--- src/rtl/pah_pkg.sv ---
// Shared constants and controller/datapath interface types for the page heat table.
// No dependencies; imported by every module of the block.
package pah_pkg;

   localparam int TABLE_ENTRIES = 1024;
   localparam int COUNT_BITS    = 16;
   localparam int PAGE_W        = 36;
   localparam int CAP_W         = 10;
   localparam int IDX_W         = $clog2(TABLE_ENTRIES);
   localparam int ENTRY_W       = $clog2(TABLE_ENTRIES + 1);
   localparam int MODE_W        = 2;

   localparam logic [CAP_W-1:0]      HEAT_CAP_RESET = CAP_W'(200);
   localparam logic [COUNT_BITS-1:0] COUNT_MAX      = {COUNT_BITS{1'b1}};

   localparam logic [MODE_W-1:0] MODE_RECORD = 2'd0;
   localparam logic [MODE_W-1:0] MODE_CLEAR  = 2'd1;
   localparam logic [MODE_W-1:0] MODE_QUERY  = 2'd2;

   typedef struct packed {
      logic load;
      logic scan;
      logic finish;
   } ctl_cmd_type;

   typedef struct packed {
      logic scan_done;
   } dp_status_type;

endpackage

--- src/rtl/pah_ctrl.sv ---
// Sequencer for the page heat table: load, table scan, finish.
// Depends on pah_pkg.
module pah_ctrl (
   input  logic                        clock,
   input  logic                        reset,
   input  logic                        start,
   input  logic [pah_pkg::MODE_W-1:0]  req_mode,
   input  pah_pkg::dp_status_type      status,
   output pah_pkg::ctl_cmd_type        cmd,
   output logic                        busy,
   output logic                        rsp_valid
);
   import pah_pkg::*;

   typedef enum logic [1:0] {
      ST_IDLE,
      ST_SCAN,
      ST_FIN
   } state_type;

   state_type state_ff, state_in;
   logic      busy_ff, rsp_valid_ff;

   always_comb begin
      state_in   = state_ff;
      cmd.load   = 1'b0;
      cmd.scan   = 1'b0;
      cmd.finish = 1'b0;
      case (state_ff)
         ST_IDLE: begin
            if (start) begin
               cmd.load = 1'b1;
               if (req_mode == MODE_RECORD || req_mode == MODE_QUERY)
                  state_in = ST_SCAN;
               else
                  state_in = ST_FIN;
            end
         end
         ST_SCAN: begin
            cmd.scan = 1'b1;
            if (status.scan_done)
               state_in = ST_FIN;
         end
         ST_FIN: begin
            cmd.finish = 1'b1;
            state_in   = ST_IDLE;
         end
         default: state_in = ST_IDLE;
      endcase
   end

   always_ff @(posedge clock) begin
      if (reset) begin
         state_ff     <= ST_IDLE;
         busy_ff      <= 1'b0;
         rsp_valid_ff <= 1'b0;
      end else begin
         state_ff     <= state_in;
         busy_ff      <= (state_in != ST_IDLE);
         rsp_valid_ff <= (state_ff == ST_FIN);
      end
   end

   assign busy      = busy_ff;
   assign rsp_valid = rsp_valid_ff;

endmodule

--- config.mk ---
export PLATFORM = sky130hd
export DESIGN_NAME = pah_ctrl
export DESIGN_NICKNAME = d
export VERILOG_FILES = /design/src/rtl/pah_pkg.sv /design/src/rtl/pah_ctrl.sv
export SDC_FILE = /design/constraint.sdc
export NUM_CORES = 1
export LEC_CHECK = 0
export ABC_CLOCK_PERIOD_IN_PS = 1500
export BUFFER_PORTS_ARGS = -buffer_cell sky130_fd_sc_hd__buf_2
export CORE_AREA = 2 2 39 41
export DETAILED_ROUTE_END_ITERATION = 16
export DIE_AREA = 0 0 41 43
export PLACE_DENSITY = 0.31
export SYNTH_ARGS = -nofsm -noshare
export SYNTH_HDL_FRONTEND = slang
export SYNTH_SLANG_ARGS = --single-unit
--- constraint.sdc ---
create_clock -name clock -period 1.5 [get_ports clock]
set_clock_uncertainty 0.2 [all_clocks]
set_input_delay 0.3 -clock clock [delete_from_list [all_inputs] [get_ports clock]]
set_output_delay 0.3 -clock clock [all_outputs]
set_load 0.02 [all_outputs]
; ---- Word-level counts from Yosys, hierarchy flattened
; Index checks and enable logic that the tools add are counted.
; W data, S select, Z words.
[totals]
register_bits = 4
latch_bits = 0
ram_bits = 0
rom_bits = 0
input_bits = 6
output_inout_bits = 5
wordCells = 18
mem_count = 0
[op_classes]
add_sub_neg = 0
n_mul = 0
div_mod_pow = 0
n_lt_le_gt_ge = 0
eq_ne = 3
n_shift = 0
n_mux = 8
n_bitwise = 0
n_reduce_logical = 4
[op_table]
columns = operator, count
row1 = $mux W2, 3
row2 = $eq A2 B2 Y1 const B, 2
row3 = $logic_not A2 Y1, 2
row4 = $mux W1, 4
row5 = $pmux W2 S2, 1
row6 = $eq A2 B1 Y1 const B, 1
row7 = $reduce_bool A2 Y1, 1
row8 = $logic_or A1 B1 Y1, 1

; ---- Logic depth before layout (Yosys ltp)
[depth]
ltp_word = 6
depth_mapped = 2
ltp_nobuf = 2

; ---- Least setup slack after synthesis
; Ideal clock, no wire load.
[synth_timing]
kind = register to output
startpoint = register state_ff[0]
endpoint = output cmd[2] (netlist name)
arrival_ns = 0.878
required_ns = 1.000
slack_ns = 0.122
stages_incl_launch_ff = 2
path_buffers = 0
cell_sequence = dfxtp_1 -> nor3b_1
[synth_rtl]
columns = element, line_no
row1 = start: declaration, pah_ctrl.sv:21  ; state_type state_ff, state_in;
row2 = start signal: assignment, pah_ctrl.sv:58  ; state_ff <= state_in;
row3 = end: declaration, pah_ctrl.sv:9  ; output pah_pkg::ctl_cmd_type cmd,

==> results.py <==
metrics = {
    "floorplanning": {
        "die_y_um": 43,
        "core_mm2": 0.00138,
        "row_count": 14,
        "chipWidth_um": 41,
        "ios": 11,
        "initial_core_util_pct": 11.8,
        "dieArea_mm2": 0.00176,
    },
    "routing": {
        "drt_iter0_markers": 2,
        "drc": 0,
        "dr.pass1.iters": 2,
        "drt-wirelength-per-cell_um": 7.91,
        "drtAntennaViolNets": 0,
        "viasPerCell": 3.43,
        "routed_wl_um": 348,
        "vias": 151,
    },
    "logic_synthesis": {
        "ys_ff_latch": 4,
        "synth_area_per_cell_um2": 10.2,
        "synth.largest_area_cell": "dfxtp_1",
        "synth_fp_nets": 22,
        "syn_inst": 16,
        "synth_edf_count": 0,
        "yosysWarningCount": 0,
        "synthTopCellsByCount": "4 x dfxtp_1, 2 x nor2b_1",
        "ys_top_cells_by_area": "dfxtp_1 49%, a211oi_2 7.6%, nor2b_1 7.6%, or3b_1 5.3%, a211oi_1 4.6%",
        "ys_types": 12,
        "ys_seq_area_share_pct": 48.9,
        "synth_area_um2": 164,
        "ys.flop_type": "dfxtp_1",
        "synthArstFlopShare_pct": 0,
        "synth_top_area_share_pct": 48.9,
        "yosysMostFrequentCell": "dfxtp_1",
    },
    "cells_and_area": {
        "n_antenna_cell": 0,
        "utilization_pct": 18.7,
        "layout-drive-gt1-share_pct": 53.6,
        "num-fill-cells": 161,
        "syn_to_final_growth_pct": 58.0,
        "fin_nets": 36,
    },
    "pwr": {
        "clkPwrFrac_pct": 44.7,
        "ir_drop_mv": 0.180,
        "p_per_area_mw_per_mm2": 1110,
        "internal_power_mw": 0.221,
        "power_switching_share_pct": 23.3,
        "switchingPower_mw": 0.0672,
        "combPwrFrac_pct": 14.3,
        "sequentialPowerShare_pct": 41.1,
        "power.leakage_nw": 0.116,
    },
    "timing": {
        "maxSlewViolCount": 0,
        "hold_viol_final": 0,
        "rsz0062_at_grt": "false",
        "final.setup.tns_ns": 0,
        "setup_viol": 0,
        "min_period_over_period_pct": 96.4,
        "fmaxAchievable_mhz": 691,
        "slew_headroom_pct": 89.1,
        "period_minus_slack_ns": 1.45,
        "worst_slack_ns": 0.0539,
        "tightest_slew_ns": 0.162,
    },
    "critical_path": {
        "cp-end-kind": "primary output",
        "crit_family": "flip-flops",
        "cp.arrival_ns": 0.95,
        "start_kind": "flop",
        "critPathMaxStageDelay_ns": 0.35,
        "required_ns": 1.00,
        "path_class": "reg2out",
        "path_buf_inv": 1,
        "slowest_stage": "dfxtp_4",
        "worstPathCellList": "nor3b_1 > buf_2",
        "worstPathMaxFanout": 8,
    },
    "clock_tree": {
        "cts_buffer_depth": 2,
        "cts_htree_levels": 1,
        "cts_inserted_buffers": 3,
        "clock_latency_ns": 0.23,
        "cts_sinks": 4,
        "postCtsSetupBuffers": 0,
        "holdBufCountCts": 0,
        "cts-root-buf": "clkbuf_4",
        "cts_tree": "yes",
        "path_clk_slew_ns": 0.03,
    },
    "run": {
        "max_cap_violations": 0,
    },
    "status": {
        "status": "completed",
    },
    "grt": {
        "groute.usage.overall_pct": 5.31,
        "grt_pass1_wl_um": 545,
        "antenna_found_initial": 0,
        "grt-ovfl-total": 0,
        "grt_pass1_vias": 137,
        "grt_max_degree": 9,
    },
    "placement": {
        "numPortBuffers": 9,
        "pre_cts_slack_ns": 0.233,
        "place.gp.congestion": 0.635,
    },
    "hold_path": {
        "hp-class": "in2reg",
    },
}
-- kinds of logic (layout without fill, tap and decap cells) --
family | after synthesis | after routing | share of synthesized area, %
flip-flops | 4 | 4 | 48.9
buffers and inverters | 0 | 12 | 0
AO/OA/AOI/OAI | 2 | 2 | 12.2
AND/OR/NAND/NOR | 10 | 10 | 38.9
-- sequential cells by signal (all words and copies together) (netlist names) --
signal     count
busy           1
rsp_valid      1
state_ff       2
-- layout by cell type, fill, tap and decap left out, drive strengths merged --
| cell | Yosys | layout |
|---|---|---|
| nor2 | 1 | 1 |
| or3b | 1 | 1 |
| or2b | 1 | 1 |
| buf | 0 | 9 |
| and2b | 1 | 1 |
| nor3 | 1 | 1 |
| nor3b | 1 | 1 |
| a211oi | 2 | 2 |
| nand3b | 1 | 1 |
| nor2b | 2 | 2 |
| clkbuf | 0 | 3 |
| dfxtp | 4 | 4 |
| nand2 | 1 | 1 |
-- through the flow --
stage / cell area, um^2 / instances / power, mW / hold slack, ns
2_1_floorplan: 164 / 16 / 0.143 / 0.165
3_3_place_gp: 229 / 41 / 0.161 / 0.325
3_5_place_dp: 229 / 41 / 0.161 / 0.320
4_1_cts: 253 / 44 / 0.297 / 0.0682
5_1_grt: 259 / 44 / 0.314 / 0.0640
6_report: 259 / 44 / 0.288 / 0.0708
-- per-layer routing --
metal | vias to the layer above | GRT usage, % | wire length, um
li1 | 80 | - | -
met1 | 61 | 7.35 | 183
met2 | 10 | 3.75 | 105
met3 | 0 | 3.14 | 59
met4 | 0 | 8.00 | 0
met5 | - | 0 | 0
-- layout make-up --
| cell class | instances | area (um^2) | area share, % |
|---|---|---|---|
| timing repair buffer | 9 | 47.5 | 18.4 |
| sequential | 4 | 85.1 | 32.9 |
| multi-input combinational | 12 | 83.8 | 32.4 |
| clock buffer | 3 | 22.5 | 8.70 |
| tap | 16 | 20.0 | 7.73 |
-- worst register-to-register path, cell delays in order (launching register included) --
cell and delay (ns):
dfxtp_4 0.35, or3b_1 0.39, a211oi_2 0.21
-- repair_timing --
| item | in CTS | in global routing |
|---|---|---|
| gates cloned | 0 | 0 |
| gates resized for setup | 1 | 3 |
| endpoints found under the setup margin | 1 | 1 |
-- power by group through the flow --
stage | combinational, mW | clock, mW | sequential (mW)
after global placement | 0.0406 | 0 | 0.120
after global routing | 0.0453 | 0.149 | 0.119
after floorplan | 0.0201 | 0 | 0.123
after CTS | 0.0407 | 0.137 | 0.119
final | 0.0411 | 0.129 | 0.118
after detailed placement | 0.0404 | 0 | 0.120
-- final timing paths --
kind | startpoint | slack (ns) | depth (start not counted) | to
setup / recovery | state_ff[0]$_SDFF_PP0_ | 0.05 | 2 | cmd[2]
setup reg to reg | state_ff[0]$_SDFF_PP0_ | 0.26 | 2 | state_ff[0]$_SDFF_PP0_
hold reg to reg | state_ff[1]$_SDFF_PP0_ | 0.27 | 1 | state_ff[0]$_SDFF_PP0_
hold / removal | reset | 0.07 | 2 | state_ff[0]$_SDFF_PP0_
No activity file was read; power rests on OpenSTA's default activity.
